### src/hw/rtl/assert_macros.svh
// Assertion macros shared by the RTL of the indexed list engine.
// Needs a clock named clk and an active-low reset named rst_n in scope.
`ifndef ASSERT_MACROS_SVH
`define ASSERT_MACROS_SVH

// The property must hold at every clock edge outside reset.
`define ILE_ASSERT(lbl, prop, msg) \
  lbl: assert property (@(posedge clk) disable iff (!rst_n) prop) else $error(msg);

// The condition must never be true outside reset.
`define ILE_NEVER(lbl, cond, msg) \
  lbl: assert property (@(posedge clk) disable iff (!rst_n) !(cond)) else $error(msg);

`endif

### src/hw/rtl/ile_pkg.sv
// Shared types and constants of the indexed list engine.
// No dependencies; every other file of the block but assert_macros.svh imports this package.
package ile_pkg;

  localparam int WORD_W       = 64;
  localparam int KIND_W       = 3;
  localparam int POS_W        = 7;
  localparam int STAT_W       = 3;
  localparam int LEN_W        = 7;
  localparam int DEF_CAPACITY = 64;

  localparam logic [KIND_W-1:0] KIND_PUSH   = 3'd0;
  localparam logic [KIND_W-1:0] KIND_POP    = 3'd1;
  localparam logic [KIND_W-1:0] KIND_INSERT = 3'd2;
  localparam logic [KIND_W-1:0] KIND_REMAT  = 3'd3;
  localparam logic [KIND_W-1:0] KIND_REMVAL = 3'd4;
  localparam logic [KIND_W-1:0] KIND_READ   = 3'd5;

  localparam logic [STAT_W-1:0] ST_OK       = 3'd0;
  localparam logic [STAT_W-1:0] ST_RANGE    = 3'd1;
  localparam logic [STAT_W-1:0] ST_EMPTY    = 3'd2;
  localparam logic [STAT_W-1:0] ST_NOTFOUND = 3'd3;
  localparam logic [STAT_W-1:0] ST_FULL     = 3'd4;

  typedef struct packed {
    logic              shift_en;
    logic [WORD_W-1:0] tail_word;
  } ile_chain_ctl_t;

endpackage

### src/hw/rtl/ile_if.sv
// Request and result channel interfaces of the indexed list engine.
// Depends on ile_pkg for the field widths.
interface ile_req_if import ile_pkg::*; ();
  logic              valid;
  logic              ready;
  logic [KIND_W-1:0] kind;
  logic [POS_W-1:0]  position;
  logic [WORD_W-1:0] word_in;

  modport source (output valid, output kind, output position, output word_in, input ready);
  modport sink (input valid, input kind, input position, input word_in, output ready);
endinterface

interface ile_rsp_if import ile_pkg::*; ();
  logic              valid;
  logic              ready;
  logic [WORD_W-1:0] word_out;
  logic [STAT_W-1:0] status;
  logic [LEN_W-1:0]  length_now;

  modport source (output valid, output word_out, output status, output length_now,
                  input ready);
  modport sink (input valid, input word_out, input status, input length_now,
                output ready);
endinterface

### src/hw/rtl/ile_cell.sv
// One storage cell of the list chain: a word that moves one place per shift.
// Depends on ile_pkg for the default word width.
module ile_cell import ile_pkg::*; #(
  parameter int CELL_W = WORD_W
) (
  input  logic              clk,
  input  logic              shift_en,
  input  logic [CELL_W-1:0] d_in,
  output logic [CELL_W-1:0] q_out
);

  logic [CELL_W-1:0] word_r;

  always_ff @(posedge clk) begin
    if (shift_en) begin
      word_r <= d_in;
    end
  end

  assign q_out = word_r;

endmodule

### src/hw/rtl/ile_chain.sv
// Row of ile_cell instances holding the list, entry 0 at the head.
// Depends on ile_pkg and ile_cell; the tail cell is fed by the sequencer.
module ile_chain import ile_pkg::*; #(
  parameter int CAPACITY = DEF_CAPACITY
) (
  input  logic              clk,
  input  ile_chain_ctl_t    ctl,
  output logic [WORD_W-1:0] head_word
);

  logic [WORD_W-1:0] cell_q [CAPACITY];

  for (genvar i = 0; i < CAPACITY; i++) begin : g_cell
    logic [WORD_W-1:0] cell_d;

    if (i == CAPACITY - 1) begin : g_tail
      assign cell_d = ctl.tail_word;
    end else begin : g_body
      assign cell_d = cell_q[i+1];
    end

    ile_cell #(.CELL_W(WORD_W)) u_cell (
      .clk      (clk),
      .shift_en (ctl.shift_en),
      .d_in     (cell_d),
      .q_out    (cell_q[i])
    );
  end

  assign head_word = cell_q[0];

endmodule

### src/hw/rtl/ile_ctrl.sv
// Request sequencer of the indexed list engine: checks, rotation pass, result beat.
// Depends on ile_pkg and the channel interfaces; drives the cell chain.
module ile_ctrl import ile_pkg::*; #(
  parameter int CAPACITY = DEF_CAPACITY
) (
  input  logic              clk,
  input  logic              rst_n,
  ile_req_if.sink           in_if,
  ile_rsp_if.source         out_if,
  input  logic [WORD_W-1:0] head_word,
  output ile_chain_ctl_t    chain_ctl
);

  localparam int CW = $clog2(CAPACITY + 1);
  localparam int IW = (CW > POS_W) ? CW : POS_W;
  localparam logic [CW-1:0] CAP_C = CW'(CAPACITY);

  localparam logic [1:0] S_IDLE = 2'd0;
  localparam logic [1:0] S_PASS = 2'd1;
  localparam logic [1:0] S_RESP = 2'd2;

  logic [1:0]        state_r, state_nxt;
  logic [CW-1:0]     count_r, count_nxt;
  logic [CW-1:0]     t_r, t_nxt;
  logic [IW-1:0]     p_r, p_nxt;
  logic [KIND_W-1:0] kind_r, kind_nxt;
  logic [WORD_W-1:0] word_r, word_nxt;
  logic [STAT_W-1:0] status_r, status_nxt;
  logic [WORD_W-1:0] res_r, res_nxt;
  logic              hit_d_r, hit_d_nxt;
  logic              past_r, past_nxt;
  logic              found_r, found_nxt;
  logic [WORD_W-1:0] hold1_r, hold1_nxt;
  logic [WORD_W-1:0] hold2_r, hold2_nxt;
  logic              out_valid_r, out_valid_nxt;
  logic [WORD_W-1:0] out_word_r, out_word_nxt;
  logic [STAT_W-1:0] out_status_r, out_status_nxt;
  logic [LEN_W-1:0]  out_len_r, out_len_nxt;

  logic [IW-1:0]     cnt_x;
  logic [IW-1:0]     pos_x;
  logic              full;
  logic              ins_mode;
  logic              rem_mode;
  logic              cap_mode;
  logic              hit_now;
  logic [WORD_W-1:0] tail_word;

  assign cnt_x = IW'(count_r);
  assign pos_x = IW'(in_if.position);
  assign full  = (count_r == CAP_C);

  assign ins_mode = (kind_r == KIND_PUSH) || (kind_r == KIND_INSERT);
  assign rem_mode = (kind_r == KIND_POP) || (kind_r == KIND_REMAT) ||
                    (kind_r == KIND_REMVAL);
  assign cap_mode = rem_mode || (kind_r == KIND_READ);

  // The head cell shows original entry t while the pass counter t_r equals t.
  assign hit_now = (kind_r == KIND_REMVAL) ?
                   (!found_r && (t_r < count_r) && (head_word == word_r)) :
                   (IW'(t_r) == p_r);

  // Each tail write is new entry t-1; hold1 holds the previous head word and hold2 the one before it.
  always_comb begin
    if (ins_mode) begin
      tail_word = hit_d_r ? word_r : (past_r ? hold2_r : hold1_r);
    end else if (rem_mode && found_r) begin
      tail_word = head_word;
    end else begin
      tail_word = hold1_r;
    end
  end

  assign chain_ctl.shift_en  = (state_r == S_PASS);
  assign chain_ctl.tail_word = tail_word;

  always_comb begin
    state_nxt      = state_r;
    count_nxt      = count_r;
    t_nxt          = t_r;
    p_nxt          = p_r;
    kind_nxt       = kind_r;
    word_nxt       = word_r;
    status_nxt     = status_r;
    res_nxt        = res_r;
    hit_d_nxt      = hit_d_r;
    past_nxt       = past_r;
    found_nxt      = found_r;
    hold1_nxt      = hold1_r;
    hold2_nxt      = hold2_r;
    out_valid_nxt  = out_valid_r && !out_if.ready;
    out_word_nxt   = out_word_r;
    out_status_nxt = out_status_r;
    out_len_nxt    = out_len_r;

    case (state_r)
      S_IDLE: begin
        if (in_if.valid) begin
          kind_nxt   = in_if.kind;
          word_nxt   = in_if.word_in;
          t_nxt      = '0;
          p_nxt      = pos_x;
          hit_d_nxt  = 1'b0;
          past_nxt   = 1'b0;
          found_nxt  = 1'b0;
          res_nxt    = '0;
          status_nxt = ST_OK;
          state_nxt  = S_PASS;
          case (in_if.kind)
            KIND_PUSH: begin
              p_nxt = cnt_x;
              if (full) begin
                status_nxt = ST_FULL;
                state_nxt  = S_RESP;
              end
            end
            KIND_POP: begin
              p_nxt = cnt_x - IW'(1);
              if (count_r == '0) begin
                status_nxt = ST_EMPTY;
                state_nxt  = S_RESP;
              end
            end
            KIND_INSERT: begin
              if (pos_x > cnt_x) begin
                status_nxt = ST_RANGE;
                state_nxt  = S_RESP;
              end else if (full) begin
                status_nxt = ST_FULL;
                state_nxt  = S_RESP;
              end
            end
            KIND_REMAT, KIND_READ: begin
              if (pos_x >= cnt_x) begin
                status_nxt = ST_RANGE;
                state_nxt  = S_RESP;
              end
            end
            KIND_REMVAL: begin
              state_nxt = S_PASS;
            end
            default: begin
              state_nxt = S_RESP;
            end
          endcase
        end
      end
      S_PASS: begin
        hold1_nxt = head_word;
        hold2_nxt = hold1_r;
        hit_d_nxt = hit_now;
        past_nxt  = past_r || hit_d_r;
        found_nxt = found_r || hit_now;
        t_nxt     = t_r + 1'b1;
        if (cap_mode && hit_now) begin
          res_nxt = head_word;
        end
        if (t_r == CAP_C) begin
          state_nxt = S_RESP;
          if (ins_mode) begin
            count_nxt = count_r + 1'b1;
          end else if (rem_mode && found_r) begin
            count_nxt = count_r - 1'b1;
          end
          if ((kind_r == KIND_REMVAL) && !found_r) begin
            status_nxt = ST_NOTFOUND;
          end
        end
      end
      S_RESP: begin
        if (!out_valid_r || out_if.ready) begin
          out_valid_nxt  = 1'b1;
          out_word_nxt   = res_r;
          out_status_nxt = status_r;
          out_len_nxt    = LEN_W'(count_r);
          state_nxt      = S_IDLE;
        end
      end
      default: begin
        state_nxt = S_IDLE;
      end
    endcase
  end

  always_ff @(posedge clk) begin
    if (!rst_n) begin
      state_r     <= S_IDLE;
      count_r     <= '0;
      out_valid_r <= 1'b0;
    end else begin
      state_r     <= state_nxt;
      count_r     <= count_nxt;
      out_valid_r <= out_valid_nxt;
    end
  end

  always_ff @(posedge clk) begin
    t_r          <= t_nxt;
    p_r          <= p_nxt;
    kind_r       <= kind_nxt;
    word_r       <= word_nxt;
    status_r     <= status_nxt;
    res_r        <= res_nxt;
    hit_d_r      <= hit_d_nxt;
    past_r       <= past_nxt;
    found_r      <= found_nxt;
    hold1_r      <= hold1_nxt;
    hold2_r      <= hold2_nxt;
    out_word_r   <= out_word_nxt;
    out_status_r <= out_status_nxt;
    out_len_r    <= out_len_nxt;
  end

  assign in_if.ready       = (state_r == S_IDLE);
  assign out_if.valid      = out_valid_r;
  assign out_if.word_out   = out_word_r;
  assign out_if.status     = out_status_r;
  assign out_if.length_now = out_len_r;

endmodule

### src/hw/rtl/indexed_list_engine_top.sv
// Top level of the indexed list engine: sequencer plus chain of list cells.
// Depends on ile_pkg, ile_if, ile_cell, ile_chain, ile_ctrl and assert_macros.svh.
//
// The list lives in a chain of CAPACITY word cells. A request that passes its checks
// rotates the whole chain once through the sequencer, which reads the head cell and
// rebuilds the list at the tail. The sequencer accepts the request, runs the pass, then
// loads the result register once the previous beat is collected; only then is a new
// request taken. A request that fails its checks (full, empty, index out of range) or
// carries an unused kind leaves the list alone and skips the pass. Remove by value
// reports not found only after the full pass. One result beat follows every request,
// and the next request is taken while that beat waits to be collected.
`include "assert_macros.svh"

module indexed_list_engine_top import ile_pkg::*; #(
  parameter int CAPACITY = DEF_CAPACITY
) (
  input  logic      clk,
  input  logic      rst_n,
  ile_req_if.sink   in_if,
  ile_rsp_if.source out_if
);

  ile_chain_ctl_t    chain_ctl;
  logic [WORD_W-1:0] head_word;

  ile_ctrl #(.CAPACITY(CAPACITY)) u_ctrl (
    .clk       (clk),
    .rst_n     (rst_n),
    .in_if     (in_if),
    .out_if    (out_if),
    .head_word (head_word),
    .chain_ctl (chain_ctl)
  );

  ile_chain #(.CAPACITY(CAPACITY)) u_chain (
    .clk       (clk),
    .ctl       (chain_ctl),
    .head_word (head_word)
  );

  `ILE_ASSERT(a_len_bound, out_if.valid |-> (int'(out_if.length_now) <= CAPACITY), "length beyond capacity")
  `ILE_ASSERT(a_full_len, (out_if.valid && (out_if.status == ST_FULL)) |-> (out_if.length_now == LEN_W'(CAPACITY)), "full status with short list")
  `ILE_ASSERT(a_empty_len, (out_if.valid && (out_if.status == ST_EMPTY)) |-> (out_if.length_now == '0), "empty status with entries held")
  `ILE_ASSERT(a_fail_zero, (out_if.valid && (out_if.status != ST_OK)) |-> (out_if.word_out == '0), "failed request returned a word")
  `ILE_NEVER(a_shift_idle, chain_ctl.shift_en && in_if.ready, "chain shifting while requests are taken")

endmodule

### src/flat_wrapper.sv
// flat-port wrapper written by rule: the top's interface ports become plain ports
module indexed_list_engine_top_flat import ile_pkg::*;
#(
  parameter int CAPACITY = DEF_CAPACITY
)
  (clk, rst_n, in_if_valid, in_if_kind, in_if_position, in_if_word_in, in_if_ready, out_if_valid, out_if_word_out, out_if_status, out_if_length_now, out_if_ready);
  ile_req_if in_if_i ();
  ile_rsp_if out_if_i ();
  input  logic clk;
  input  logic rst_n;
  input wire logic [$bits(in_if_i.valid)-1:0] in_if_valid;
  input wire logic [$bits(in_if_i.kind)-1:0] in_if_kind;
  input wire logic [$bits(in_if_i.position)-1:0] in_if_position;
  input wire logic [$bits(in_if_i.word_in)-1:0] in_if_word_in;
  output wire logic [$bits(in_if_i.ready)-1:0] in_if_ready;
  output wire logic [$bits(out_if_i.valid)-1:0] out_if_valid;
  output wire logic [$bits(out_if_i.word_out)-1:0] out_if_word_out;
  output wire logic [$bits(out_if_i.status)-1:0] out_if_status;
  output wire logic [$bits(out_if_i.length_now)-1:0] out_if_length_now;
  input wire logic [$bits(out_if_i.ready)-1:0] out_if_ready;
  assign in_if_i.valid = in_if_valid;
  assign in_if_i.kind = in_if_kind;
  assign in_if_i.position = in_if_position;
  assign in_if_i.word_in = in_if_word_in;
  assign in_if_ready = in_if_i.ready;
  assign out_if_valid = out_if_i.valid;
  assign out_if_word_out = out_if_i.word_out;
  assign out_if_status = out_if_i.status;
  assign out_if_length_now = out_if_i.length_now;
  assign out_if_i.ready = out_if_ready;
  indexed_list_engine_top #(.CAPACITY(CAPACITY)) u_core (.clk(clk), .rst_n(rst_n), .in_if(in_if_i), .out_if(out_if_i));
endmodule
### config.mk
export PLATFORM = sky130hd
export DESIGN_NAME = indexed_list_engine_top_flat
export DESIGN_NICKNAME = d
export VERILOG_FILES = /design/src/hw/rtl/ile_pkg.sv /design/src/hw/rtl/ile_if.sv /design/src/hw/rtl/ile_cell.sv /design/src/hw/rtl/ile_chain.sv /design/src/hw/rtl/ile_ctrl.sv /design/src/hw/rtl/indexed_list_engine_top.sv /design/src/flat_wrapper.sv
export VERILOG_INCLUDE_DIRS = /design/src /design/src/hw/rtl
export SDC_FILE = /design/constraint.sdc
export NUM_CORES = 2
export LEC_CHECK = 0
export ABC_CLOCK_PERIOD_IN_PS = 156000
export BUFFER_PORTS_ARGS = -buffer_cell sky130_fd_sc_hd__buf_2
export CAP_MARGIN = 15
export CELL_PAD_IN_SITES_DETAIL_PLACEMENT = 1
export CELL_PAD_IN_SITES_GLOBAL_PLACEMENT = 1
export CORE_ASPECT_RATIO = 0.9
export CORE_UTILIZATION = 35
export CTS_CLUSTER_DIAMETER = 80
export DETAILED_ROUTE_END_ITERATION = 8
export PLACE_DENSITY_LB_ADDON = 0.1
export SYNTH_ARGS = -nofsm -noshare
export SYNTH_HDL_FRONTEND = slang
export SYNTH_SLANG_ARGS = --single-unit
### constraint.sdc
create_clock -name clk -period 156 [get_ports clk]
set_input_delay 0 -clock clk [delete_from_list [all_inputs] [get_ports clk]]
set_output_delay 0 -clock clk [all_outputs]
set_load 0.05 [all_outputs]
==> impl_metrics.env <==
export IMPL_synth_top_area_share_pct=96.4
export IMPL_synth_warnings=0
export IMPL_synth_edff_count=4449
export IMPL_arrival_ps=8450
export IMPL_muxShareOfSynthArea_pct=0.623
export IMPL_ant_nets=0
export IMPL_slew_violations=0
export IMPL_finalCriticalPeriod_ps=7910
export IMPL_drc=0
export IMPL_grt_overflow=0
export IMPL_avgSynthCellArea_um2=26.7
export IMPL_cp_cell_sequence="nand2b_1, inv_8, buf_4, buf_4, buf_4, buf_4, buf_12, buf_4, buf_12"
export IMPL_fin_cells=11500
export IMPL_critPathKind="reg2reg"
export IMPL_layout_drive_gt1_share_pct=13.6
export IMPL_drv_cap=0
export IMPL_io_pin_count=154
export IMPL_max_stage_delay_ps=810
export IMPL_port_buffers=153
export IMPL_end_kind="flip-flop"
export IMPL_crit_path_start="u_core.u_ctrl.state_r[0]"
export IMPL_ys_top_cells_by_area="edfxtp_1 (96%), mux2i_1 (0.48%), xnor2_1 (0.34%), and2_1 (0.33%), a21oi_1 (0.29%)"
export IMPL_yosys_area_share_simple_pct=0.873
export IMPL_final_area_mm2=0.162
export IMPL_drtIter0Drc=4274
export IMPL_final_core_util_pct=41.2
export IMPL_final_setup_tns_ps=0
export IMPL_min_delay_start="in_if_kind[2]"
export IMPL_cpMostUsedCell="buf_4"
export IMPL_ys_types=53
export IMPL_path_clk_slew_ps=60
export IMPL_status="complete, no violations"
export IMPL_n_fill_cell=35700
export IMPL_leakage_nw=50.7
export IMPL_cts_max_path_buffers=4
export IMPL_rows=218
export IMPL_p_total_mw=2.45
export IMPL_grt_pass1_wl_um=336000
export IMPL_core_area_mm2=0.393
export IMPL_placed_area_mm2=0.146
export IMPL_cts_buffers=453
export IMPL_dp_cells=10500
export IMPL_cts_tree="done"
export IMPL_start_util_pct=35.3
export IMPL_finalCritPeriodShare_pct=5.07
export IMPL_synth_compound_area_share_pct=0.992
export IMPL_p_per_area_mw_per_mm2=15.1
export IMPL_synth_area_leader_cell="edfxtp_1"
export IMPL_grt_pass1_vias=51400
export IMPL_synth_xor_area_share_pct=0.550
export IMPL_crit_slowest_cell="buf_4"
export IMPL_syn_inst=5183
export IMPL_worst_slew_pin_slew_ps=1480
export IMPL_peakVddDrop_mv=0.0104
export IMPL_crit_fanout=208
export IMPL_dp_hpwl_um=111000
export IMPL_antenna_found_initial=31
export IMPL_cts_resized=0
export IMPL_finalHoldWorstSlack_ps=225
export IMPL_async_flop_share_pct=0
export IMPL_dr_total_vias=50300
export IMPL_track_usage_pct=11.0
export IMPL_cts_root_buffer="clkbuf_16"
export IMPL_synth_fa_ha_area_share_pct=0.170
export IMPL_setup_viol=0
export IMPL_via_per_inst=4.37
export IMPL_grt_max_degree=218
export IMPL_area_delta_synth_final_pct=16.8
export IMPL_firstDrtPassIters=5
export IMPL_finalHoldViolations=0
export IMPL_fp_dieH_um=599
export IMPL_holdCritPathClass="in2reg"
export IMPL_dieArea_mm2=0.398
export IMPL_fp_dieW_um=665
export IMPL_synth_top_family_by_area="compound AO/OA/AOI/OAI gates"
export IMPL_synthFlopType="edfxtp_1"
export IMPL_holdBufCountCts=168
export IMPL_critPathBufInv=8
export IMPL_seq_area_frac_synth_pct=96.6
export IMPL_place_gp_congestion=0.700
export IMPL_rsz0062_at_grt="false"
export IMPL_clkLatencyLatePin_ps=950
export IMPL_setup_ws_ps=148100
export IMPL_routed_wl_um=223000
export IMPL_synth_net_count=5279
export IMPL_cp_required_ps=156540
export IMPL_ys_ff_latch=4459
export IMPL_cts_setup_buffers=0
export IMPL_numClockSinks=4459
export IMPL_h_tree_depth=5
export IMPL_post_drt_wl_per_cell_um=19.3
export IMPL_path_delay_family="buffers and inverters"
export IMPL_finalClockSkew_ps=48.8
export IMPL_synth_area_mm2=0.139
export IMPL_max_freq_mhz=126
export IMPL_worst_setup_path_start_kind="flip-flop"
export IMPL_reg2reg_from="u_core.u_ctrl.state_r[0]"
export IMPL_nNetsFinal=6062
export IMPL_pre_cts_ws_ps=147950
export IMPL_maxSlewHeadroom_pct=1.64
-- layout by cell type, fill, tap and decap left out, types with 14 or more instances in the layout --
master and instances:
edfxtp_1 4449, clkbuf_16 458, dlygate4sd3_1 168, buf_2 153, clkinv_1 114, clkbuf_1 104
clkinv_2 85, a21oi_1 79, and2_1 71, nor2_1 66, mux2i_1 66, o21ai_0 63
buf_4 59, xnor2_1 54, a22oi_1 47, xor2_1 33, bufinv_16 26, nand2_1 25
o22ai_1 19, mux2_2 18, ha_1 18, nand4_1 17, inv_1 14
-- final timing paths --
check,end,slack [ps],cells after the start
setup / recovery,u_core.u_chain.g_cell[55].u_cell.q_out[53],148100,9
hold / removal,u_core.u_ctrl.status_r[2],230,4
setup reg to reg,u_core.u_chain.g_cell[55].u_cell.q_out[53],148100,9
hold reg to reg,u_core.u_chain.g_cell[56].u_cell.q_out[22],380,0
-- Yosys cell counts, types with 2 or more instances --
cell type     n
xnor2_1      54
o211ai_1      2
buf_2         7
clkbuf_1     45
buf_6         2
or2_2         2
ha_1         18
and3_1        3
nand3_1       9
and2_1       72
nand2b_1      5
o21ai_0      63
dfxtp_1      10
nor4_1       10
edfxtp_1   4449
nor2b_1       4
inv_1        15
o22ai_1      19
a21boi_0      2
nor3_1        3
mux2i_1      66
xor2_1       33
o21a_1        3
a22oi_1      47
mux2_2       18
a21oi_1      79
nand2_1      25
buf_1         4
a21o_1        2
nand4_1      17
nor2_1       69
a31oi_1       5
-- worst min-delay path: cells and delay by family --
kind	cells	cell delay [ps]
AO/OA/AOI/OAI	1	60
AND/OR/NAND/NOR	1	180
buffers and inverters	2	740
-- cell type report --
| cell class | instances | area, um2 | area share [%] |
|---|---|---|---|
| clock buffer | 562 | 11900 | 7.32 |
| sequential | 4459 | 134000 | 82.7 |
| multi-input combinational | 651 | 4490 | 2.77 |
| antenna | 10 | 25.0 | 0.0155 |
| inverter | 15 | 63.8 | 0.0394 |
| clock inverter | 262 | 2100 | 1.30 |
| timing repair buffer | 386 | 3010 | 1.86 |
| tap | 5170 | 6470 | 4.00 |
-- registers in the layout, summed over array words and instances (netlist names), 7 cells and up --
signal and count:
u_core.u_ctrl.res_r 64, u_core.u_ctrl.cnt_x 7, u_core.u_ctrl.hold1_r 64, u_core.u_chain.g_cell.u_cell.q_out 4096, u_core.u_ctrl.t_r 7, u_core.u_ctrl.word_r 64, u_core.u_ctrl.p_r 7, u_core.u_ctrl.hold2_r 64
u_core.u_ctrl.out_if.length_now 7, u_core.u_ctrl.out_if.word_out 64
-- layer usage --
metal / share of wire, % / global-route usage [%] / wire length (um) / vias up
met5: 0.0036 / 0 / 8 / -
met4: 3.2 / 4.04 / 7230 / 2
met3: 3.6 / 1.93 / 8100 / 491
met2: 45 / 16.4 / 100000 / 711
met1: 48 / 16.2 / 107000 / 26500
li1: - / - / - / 22600
-- where the power goes --
part,switching [mW],internal [mW],leakage [nW]
combinational,0.0418,0.0113,3.36
clock,0.442,0.580,6.82
sequential,0.0143,1.36,40.5
-- cell families after synthesis --
family,count (synthesis)
flops,4459
compound gates,233
simple gates,228
xor+xnor,87
mux,84
buf+inv,73
fa+ha+maj,19
No activity file was read; power rests on OpenSTA's default activity.
